--- config.mk ---
export PLATFORM = sky130hd
export DESIGN_NAME = argb_color_string_parser_unit
export DESIGN_NICKNAME = d
export VERILOG_FILES = /design/src/rtl/acsp_pkg.sv /design/src/rtl/argb_color_string_parser_unit.sv
export SDC_FILE = /design/constraint.sdc
export NUM_CORES = 1
export LEC_CHECK = 0
export BUFFER_PORTS_ARGS = -buffer_cell sky130_fd_sc_hd__buf_2
export CAP_MARGIN = 25
export CORE_MARGIN = 2
export CORE_UTILIZATION = 50
export CTS_CLUSTER_SIZE = 40
export DETAILED_ROUTE_END_ITERATION = 8
export GPL_ROUTABILITY_DRIVEN = 0
export HOLD_SLACK_MARGIN = 0.08
export PLACE_DENSITY = 0.81
export SYNTH_ARGS = -nofsm -noshare
export SYNTH_HDL_FRONTEND = slang
export SYNTH_SLANG_ARGS = --single-unit
--- constraint.sdc ---
create_clock -name clk -period 3.43 [get_ports clk]
set_clock_uncertainty 0.05 [all_clocks]
set_input_delay 0.686 -clock clk [delete_from_list [all_inputs] [get_ports clk]]
set_output_delay 0.686 -clock clk [all_outputs]
set_load 0.02 [all_outputs]
--- src/rtl/acsp_pkg.sv ---
// Package: transaction types, phase codes and character helpers for the ARGB color parser.
package acsp_pkg;

  typedef struct packed {
    logic [15:0] char_code;
    logic        is_end;
  } in_t;

  typedef struct packed {
    logic        valid_res;
    logic [1:0]  format_kind;
    logic [31:0] argb;
  } out_t;

  typedef enum logic [1:0] {
    FMT_HEX  = 2'd0,
    FMT_HASH = 2'd1,
    FMT_DEC  = 2'd2,
    FMT_NONE = 2'd3
  } fmt_t;

  typedef enum logic [2:0] {
    PH_WS   = 3'd0,
    PH_ZERO = 3'd1,
    PH_HEX  = 3'd2,
    PH_HASH = 3'd3,
    PH_DEC  = 3'd4
  } ph_t;

  typedef enum logic [1:0] {
    DS_SKIP   = 2'd0,
    DS_SIGNED = 2'd1,
    DS_DIGITS = 2'd2
  } ds_t;

  typedef struct packed {
    ds_t        sub;
    logic       neg;
    logic [7:0] cur;
    logic [2:0] cnt;
    logic       stop;
  } dec_state_t;

  typedef struct packed {
    dec_state_t st;
    logic       wr;
    logic [7:0] val;
  } dec_upd_t;

  typedef struct packed {
    logic       ok;
    logic [3:0] v;
  } hex_t;

  localparam logic [15:0] CH_NUL   = 16'h0000;
  localparam logic [15:0] CH_TAB   = 16'h0009;
  localparam logic [15:0] CH_CR    = 16'h000D;
  localparam logic [15:0] CH_SPACE = 16'h0020;
  localparam logic [15:0] CH_HASH  = 16'h0023;
  localparam logic [15:0] CH_PLUS  = 16'h002B;
  localparam logic [15:0] CH_COMMA = 16'h002C;
  localparam logic [15:0] CH_MINUS = 16'h002D;
  localparam logic [15:0] CH_ZERO  = 16'h0030;
  localparam logic [15:0] CH_NINE  = 16'h0039;
  localparam logic [15:0] CH_A_UP  = 16'h0041;
  localparam logic [15:0] CH_F_UP  = 16'h0046;
  localparam logic [15:0] CH_X_UP  = 16'h0058;
  localparam logic [15:0] CH_A_LO  = 16'h0061;
  localparam logic [15:0] CH_F_LO  = 16'h0066;
  localparam logic [15:0] CH_X_LO  = 16'h0078;

  localparam logic [31:0] ALPHA_OPAQUE = 32'hFF00_0000;
  localparam logic [2:0]  DEC_MAX_FIELDS = 3'd4;
  localparam logic [3:0]  HASH_SAT = 4'd9;
  localparam logic [3:0]  HASH_FULL = 4'd8;
  localparam logic [3:0]  HASH_SHORT = 4'd6;

  function automatic hex_t hex_value(logic [15:0] c);
    hex_t h;
    h.ok = 1'b1;
    h.v  = 4'd0;
    if (c >= CH_ZERO && c <= CH_NINE) begin
      h.v = c[3:0];
    end else if ((c >= CH_A_LO && c <= CH_F_LO) || (c >= CH_A_UP && c <= CH_F_UP)) begin
      h.v = 4'(c[3:0] + 4'd9);
    end else begin
      h.ok = 1'b0;
    end
    return h;
  endfunction

  function automatic logic is_blank(logic [15:0] c);
    return (c == CH_SPACE) || (c >= CH_TAB && c <= CH_CR);
  endfunction

  function automatic logic [7:0] pair_byte(logic [15:0] a, logic [15:0] b);
    hex_t ha;
    hex_t hb;
    logic [7:0] r;
    ha = hex_value(a);
    hb = hex_value(b);
    r  = 8'd0;
    if (ha.ok) begin
      r = hb.ok ? {ha.v, hb.v} : {4'd0, ha.v};
    end else if (is_blank(a) || a == CH_PLUS) begin
      r = hb.ok ? {4'd0, hb.v} : 8'd0;
    end else if (a == CH_MINUS) begin
      r = hb.ok ? 8'(8'd0 - {4'd0, hb.v}) : 8'd0;
    end
    return r;
  endfunction

  // One step of the %d,%d,... scanner.
  function automatic dec_upd_t dec_char(dec_state_t s, logic [15:0] c);
    dec_upd_t   u;
    logic       dig;
    logic [7:0] d;
    logic [2:0] cnt_inc;
    u.st    = s;
    u.wr    = 1'b0;
    u.val   = s.neg ? 8'(8'd0 - s.cur) : s.cur;
    dig     = (c >= CH_ZERO) && (c <= CH_NINE);
    d       = {4'd0, c[3:0]};
    cnt_inc = 3'(s.cnt + 3'd1);
    unique case (s.sub)
      DS_SKIP: begin
        if (is_blank(c)) begin
          u.st.sub = DS_SKIP;
        end else if (c == CH_PLUS || c == CH_MINUS) begin
          u.st.neg = (c == CH_MINUS);
          u.st.sub = DS_SIGNED;
        end else if (dig) begin
          u.st.cur = d;
          u.st.sub = DS_DIGITS;
        end else begin
          u.st.stop = 1'b1;
        end
      end
      DS_SIGNED: begin
        if (dig) begin
          u.st.cur = d;
          u.st.sub = DS_DIGITS;
        end else begin
          u.st.stop = 1'b1;
        end
      end
      DS_DIGITS: begin
        if (dig) begin
          u.st.cur = 8'(8'(s.cur * 8'd10) + d);
        end else begin
          u.wr     = 1'b1;
          u.st.cnt = cnt_inc;
          if (cnt_inc >= DEC_MAX_FIELDS || c != CH_COMMA) begin
            u.st.stop = 1'b1;
          end else begin
            u.st.sub = DS_SKIP;
            u.st.neg = 1'b0;
            u.st.cur = 8'd0;
          end
        end
      end
      default: begin
        u.st.stop = 1'b1;
      end
    endcase
    return u;
  endfunction

endpackage

--- src/rtl/argb_color_string_parser_unit.sv ---
// Top level: character-serial ARGB color string parser with registered result.
// An accepted terminator loads its result into the registered out_data and out_valid.
// Throughput: one character per cycle; the input stalls only while a held result is stalled.
// Character transactions produce no result; state updates in the same cycle they are taken.
// Reset (rst, synchronous) returns the scanner to the leading-whitespace phase and empties
// the result register; the scanner also returns to that phase after every terminator.
module argb_color_string_parser_unit #(
  parameter int CHAR_WIDTH = 16
) (
  input  logic           clk,
  input  logic           rst,
  input  logic           in_valid,
  output logic           in_stall,
  input  acsp_pkg::in_t  in_data,
  output logic           out_valid,
  input  logic           out_stall,
  output acsp_pkg::out_t out_data
);
  import acsp_pkg::*;

  ph_t                   phase, phase_next;
  logic [31:0]           hex_accum, hex_accum_next;
  logic                  hex_seen, hex_seen_next;
  logic [3:0]            hash_length, hash_length_next;
  logic [CHAR_WIDTH-1:0] pair_first, pair_first_next;
  logic [31:0]           hash_bytes, hash_bytes_next;
  dec_state_t            dec, dec_next;
  logic                  scan_stopped, scan_stopped_next;
  logic [7:0]            dec_fields [4];
  logic                  field_wr;
  logic [7:0]            field_val;
  out_t                  res;

  logic                  in_acc;
  logic [CHAR_WIDTH-1:0] c;
  logic [15:0]           cw;
  hex_t                  hv;
  dec_upd_t              du;
  dec_upd_t              du_end;
  logic [3:0]            hash_inc;
  logic [7:0]            fin [4];
  logic [2:0]            fin_cnt;

  assign in_stall = out_valid & out_stall;
  assign in_acc   = in_valid & ~in_stall;
  assign c        = in_data.char_code[CHAR_WIDTH-1:0];
  assign cw       = 16'(c);
  assign hv       = hex_value(cw);
  assign du       = dec_char(dec, cw);
  assign du_end   = dec_char(dec, CH_NUL);
  assign hash_inc = 4'(hash_length + 4'd1);

  // Next-state update for character transactions; clear everything on a terminator.
  always_comb begin
    phase_next        = phase;
    hex_accum_next    = hex_accum;
    hex_seen_next     = hex_seen;
    hash_length_next  = hash_length;
    pair_first_next   = pair_first;
    hash_bytes_next   = hash_bytes;
    dec_next          = dec;
    scan_stopped_next = scan_stopped;
    field_wr          = 1'b0;
    field_val         = du.val;
    if (in_acc) begin
      if (in_data.is_end) begin
        phase_next        = PH_WS;
        hex_accum_next    = '0;
        hex_seen_next     = 1'b0;
        hash_length_next  = '0;
        pair_first_next   = '0;
        hash_bytes_next   = '0;
        dec_next          = '{sub: DS_SKIP, neg: 1'b0, cur: 8'd0, cnt: 3'd0, stop: 1'b0};
        scan_stopped_next = 1'b0;
      end else if (!scan_stopped) begin
        unique case (phase)
          PH_WS: begin
            if (cw == CH_NUL) begin
              scan_stopped_next = 1'b1;
            end else if (cw == CH_SPACE || cw == CH_TAB) begin
              phase_next = PH_WS;
            end else if (cw == CH_ZERO) begin
              phase_next   = PH_ZERO;
              dec_next.sub = DS_DIGITS;
              dec_next.cur = 8'd0;
            end else if (cw == CH_HASH) begin
              phase_next = PH_HASH;
            end else begin
              phase_next        = PH_DEC;
              dec_next          = du.st;
              field_wr          = du.wr;
              scan_stopped_next = du.st.stop;
            end
          end
          PH_ZERO: begin
            if (cw == CH_X_LO || cw == CH_X_UP) begin
              phase_next = PH_HEX;
            end else begin
              phase_next        = PH_DEC;
              dec_next          = du.st;
              field_wr          = du.wr;
              scan_stopped_next = du.st.stop;
            end
          end
          PH_HEX: begin
            if (!hv.ok) begin
              scan_stopped_next = 1'b1;
            end else begin
              hex_accum_next = {hex_accum[27:0], hv.v};
              hex_seen_next  = 1'b1;
            end
          end
          PH_HASH: begin
            if (cw == CH_NUL) begin
              scan_stopped_next = 1'b1;
            end else if (hash_length < HASH_SAT) begin
              hash_length_next = hash_inc;
              if (hash_inc <= HASH_FULL) begin
                if (hash_inc[0]) begin
                  pair_first_next = c;
                end else begin
                  hash_bytes_next = {hash_bytes[23:0],
                                     pair_byte(16'(pair_first), cw)};
                end
              end
            end
          end
          PH_DEC: begin
            dec_next          = du.st;
            field_wr          = du.wr;
            scan_stopped_next = du.st.stop;
          end
          default: begin
            scan_stopped_next = 1'b1;
          end
        endcase
      end
    end
  end

  // Close the last decimal field on the terminator.
  always_comb begin
    fin     = dec_fields;
    fin_cnt = dec.cnt;
    if (!scan_stopped && du_end.wr) begin
      fin[dec.cnt[1:0]] = du_end.val;
      fin_cnt           = du_end.st.cnt;
    end
  end

  always_comb begin
    res = '{valid_res: 1'b0, format_kind: FMT_NONE, argb: 32'd0};
    unique case (phase)
      PH_HEX: begin
        if (hex_seen) begin
          res = '{valid_res: 1'b1, format_kind: FMT_HEX, argb: hex_accum};
        end
      end
      PH_HASH: begin
        if (hash_length == HASH_FULL) begin
          res = '{valid_res: 1'b1, format_kind: FMT_HASH, argb: hash_bytes};
        end else if (hash_length == HASH_SHORT) begin
          res = '{valid_res: 1'b1, format_kind: FMT_HASH,
                  argb: ALPHA_OPAQUE | {8'd0, hash_bytes[23:0]}};
        end
      end
      PH_ZERO, PH_DEC: begin
        if (fin_cnt >= DEC_MAX_FIELDS) begin
          res = '{valid_res: 1'b1, format_kind: FMT_DEC,
                  argb: {fin[0], fin[1], fin[2], fin[3]}};
        end else if (fin_cnt == 3'd3) begin
          res = '{valid_res: 1'b1, format_kind: FMT_DEC,
                  argb: ALPHA_OPAQUE | {8'd0, fin[0], fin[1], fin[2]}};
        end
      end
      default: begin
        res = '{valid_res: 1'b0, format_kind: FMT_NONE, argb: 32'd0};
      end
    endcase
  end

  always_ff @(posedge clk) begin
    if (rst) begin
      phase        <= PH_WS;
      hex_accum    <= '0;
      hex_seen     <= 1'b0;
      hash_length  <= '0;
      pair_first   <= '0;
      hash_bytes   <= '0;
      dec          <= '{sub: DS_SKIP, neg: 1'b0, cur: 8'd0, cnt: 3'd0, stop: 1'b0};
      scan_stopped <= 1'b0;
    end else begin
      phase        <= phase_next;
      hex_accum    <= hex_accum_next;
      hex_seen     <= hex_seen_next;
      hash_length  <= hash_length_next;
      pair_first   <= pair_first_next;
      hash_bytes   <= hash_bytes_next;
      dec          <= dec_next;
      scan_stopped <= scan_stopped_next;
    end
  end

  always_ff @(posedge clk) begin
    if (field_wr) begin
      dec_fields[dec.cnt[1:0]] <= field_val;
    end
  end

  // Result register: load on a terminator, drop once taken.
  always_ff @(posedge clk) begin
    if (rst) begin
      out_valid <= 1'b0;
    end else if (in_acc && in_data.is_end) begin
      out_valid <= 1'b1;
    end else if (!out_stall) begin
      out_valid <= 1'b0;
    end
  end

  always_ff @(posedge clk) begin
    if (in_acc && in_data.is_end) begin
      out_data <= res;
    end
  end

`ifndef SYNTHESIS
  a_fail_clean: assert property (@(posedge clk) disable iff (rst)
    (out_valid && !out_data.valid_res) |->
      (out_data.argb == 32'd0 && out_data.format_kind == FMT_NONE))
    else $error("failed parse carries a colour or format");

  a_char_no_result: assert property (@(posedge clk) disable iff (rst)
    (in_acc && !in_data.is_end && !(out_valid && out_stall)) |=> !out_valid)
    else $error("character transaction produced a result");

  a_end_restarts: assert property (@(posedge clk) disable iff (rst)
    (in_acc && in_data.is_end) |=>
      (out_valid && phase == PH_WS && !scan_stopped && hash_length == 4'd0))
    else $error("terminator did not yield a result and restart the scanner");

  a_hash_sat: assert property (@(posedge clk) disable iff (rst)
    hash_length <= HASH_SAT)
    else $error("hash length ran past saturation");
`endif

endmodule
==> flow_summary.yaml <==
die:
  num_io_pins: 58
  dieHeight_um: 141
  placement_rows: 50
  die_area_mm2: 0.0199
  initial_utilization: 0.505
  die_w_um: 141
  coreArea_mm2: 0.0186
clock_network:
  hold_buffers: 0
  numCtsBuffers: 17
  htreeDepth: 4
  cts_buffer_depth: 2
  post_cts_buffers: 0
  cts_tree: "done"
  clk_pin_slew_ns: 0.07
  ctsResizeCount: 0
  clk_latency_ns: 0.44
  root_buffer: "clkbuf_16"
  cts.sinks: 172
finish:
  final_common_cell: "nor2_1"
  most-common-layout-cells: "nor2_1, dfxtp_1, nand2_1"
  drive_gt1_frac: 0.164
  syn2layout_area_growth_pct: 12.8
  nNetsFinal: 1106
  n_fill_cell: 1571
  seq_area_mm2: 0.00411
  antenna_cells: 0
  multi_input_area_mm2: 0.00483
synthesis:
  synth_top_flop_cell: "dfxtp_1"
  synth_edf_count: 67
  synth_area_leader_cell: "dfxtp_1"
  yosysTopAreaCellShare: 0.224
  yosysUniqueCellTypes: 92
  netlist_area_mm2: 0.00938
  async_reset_ff_frac: 0
  ys_top_cells_by_area: "dfxtp_1, edfxtp_1, nor2_1, a22oi_1, a21oi_1"
  synth_warnings: 0
  syn_nets: 1058
  syn_avg_cell_area_um2: 9.30
  ys_ff_latch: 172
  synthCells: 1009
  ys_seq_area_frac: 0.439
power_and_ir_drop:
  vdd_ir_drop_max_uv: 369
  power_leakage_nw: 3.96
  powerDensity_mw_per_mm2: 411
sta:
  period_share: 0.960
  min_period_ns: 3.29
  tns_ns: 0
  tightest_slew_ns: 0.995
  hold_viol: 0
  setup_viol: 0
  max_freq_ghz: 0.304
  setup_ws_ns: 0.136
  rsz0062_at_grt: "no"
  slew_headroom: 0.337
  drv_slew: 0
detailed_routing:
  vias: 8163
  drc: 0
  antenna_left: 0
  drt_first_pass_iters: 7
  wire_per_inst_um: 18.9
  drtIter0Drc: 985
  totalWireLength_um: 24600
  vias_per_cell: 6.26
setup_path:
  end_kind: "flip-flop"
  criticalPathCategory: "reg -> reg"
  crit_slowest_cell: "ha_1"
  setup.worst_path.start: "dec[2]"
  critical_path.endpoint: "out_data[6]"
  worst_r2r_startpoint: "dec[2]"
  path_max_fanout: 19
  startpoint_type: "flip-flop"
  cp_cell_sequence: "ha_1, nor2b_1, a21oi_1, a21oi_1, nor2_1, nor2_1, nand2_1, o221ai_1"
  r2r_slack_ns: 0.14
  cpPeakStageDelay_ns: 0.65
  critPathRequiredTime_ns: 3.60
  worstPathArrival_ns: 3.46
  r2r_cells: 8
  rr_endpoint: "out_data[6]"
grt:
  track_usage: 0.251
  grt_pass1_wl_um: 39800
  grt.overflow.total: 0
  grt_pass1_vias: 7505
  grt_start_max_net_pins: 39
  antenna_found_initial: 0
hold_path:
  min_path_type: "reg -> reg"
place:
  dp_hpwl_um: 17400
  io_buffers: 57
  preCtsSetupSlack_ns: -0.0158
run_status:
  status: "finished, final reports clean"
job:
  maxCapViolations: 0
logic make-up (layout without fill, tap and decap cells):
kind of cell | after synthesis | count (layout) | share of synthesized area
compound gates | 324 | 324 | 0.247
mux | 27 | 27 | 0.0315
xor+xnor | 19 | 19 | 0.0177
simple gates | 338 | 338 | 0.178
buf+inv | 101 | 162 | 0.0483
fa+ha+maj | 28 | 28 | 0.0389
flops | 172 | 172 | 0.439
layout make-up:
cell class                 instances  area share
tap                              234      0.0277
inverter                          29      0.0103
sequential                       172       0.389
clock buffer                      19      0.0450
timing repair buffer             101      0.0606
multi-input combinational        736       0.457
clock inverter                    13      0.0108
power breakdown:
| group | internal (mW) | switching (mW) | total (mW) |
|---|---|---|---|
| sequential | 2.13 | 0.0188 | 2.15 |
| clock | 1.04 | 0.879 | 1.92 |
| combinational | 0.0916 | 0.182 | 0.273 |
| total | 3.27 | 1.08 | 4.35 |
stage by stage:
stage / instances / instance area (um2) / total power [mW] / hold slack [ns] / utilization
after global routing: 1304 / 10600 / 4.48 / 0.441 / 0.569
after detailed placement: 1272 / 9990 / 2.47 / 0.408 / 0.538
after floorplan: 1009 / 9390 / 2.38 / 0.393 / -
after global placement: 1272 / 9990 / 2.46 / 0.409 / 0.538
final: 1304 / 10600 / 4.35 / 0.426 / 0.569
after CTS: 1304 / 10600 / 4.36 / 0.429 / 0.569
routing by layer:
layer  vias up  share of wire  global-route usage  wire, um
met5         -              0                   0         0
met4         0          0.030              0.0958       745
met3        50          0.082              0.0435      2010
met2       416           0.47               0.398     11500
met1      3833           0.42               0.346     10400
li1       3864              -                   -         -
sequential cells by signal (all words and copies together) (netlist names):
signal and count:
phase 3, dec_fields 32, hex_accum 32, scan_stopped 1, out_valid 1, dec 15, hash_bytes 32, pair_first 16
hex_seen 1, out_data 35, hash_length 4
worst max-delay path, delay by kind of cell, from the launching register on:
kind,cells,cell delay [ns]
and+or+nand+nor,4,1.24
DFF,1,0.41
AOI/OAI and AO/OA,3,0.73
adders and majority gates,1,0.65
Yosys cell counts (7+ instances only):
library cell / instances
nor2_1: 144
dfxtp_1: 105
nand2_1: 76
a21oi_1: 74
a22oi_1: 70
edfxtp_1: 67
clkbuf_1: 48
o21ai_0: 45
inv_1: 28
ha_1: 26
a22o_1: 24
mux2i_1: 16
nand3_1: 16
buf_2: 14
nor3_1: 14
nand2b_1: 13
a211oi_1: 12
o31ai_1: 12
mux2_2: 10
nor2b_1: 10
xor2_1: 10
nor4_1: 9
xnor2_1: 9
nand4_1: 8
o21ai_1: 8
a221o_1: 7
a31oi_1: 7
worst min path at each step:
stage / startpoint / cells past startpoint / slack [ns] / to
2_1_floorplan: pair_first[11] / 1 / 0.39 / pair_first[11]
3_3_place_gp: pair_first[8] / 1 / 0.41 / pair_first[8]
3_5_place_dp: pair_first[10] / 1 / 0.41 / pair_first[10]
4_1_cts: pair_first[11] / 1 / 0.43 / pair_first[11]
5_1_grt: pair_first[11] / 1 / 0.44 / pair_first[11]
6_report: pair_first[11] / 1 / 0.43 / pair_first[11]
No activity file was read; power rests on OpenSTA's default activity.
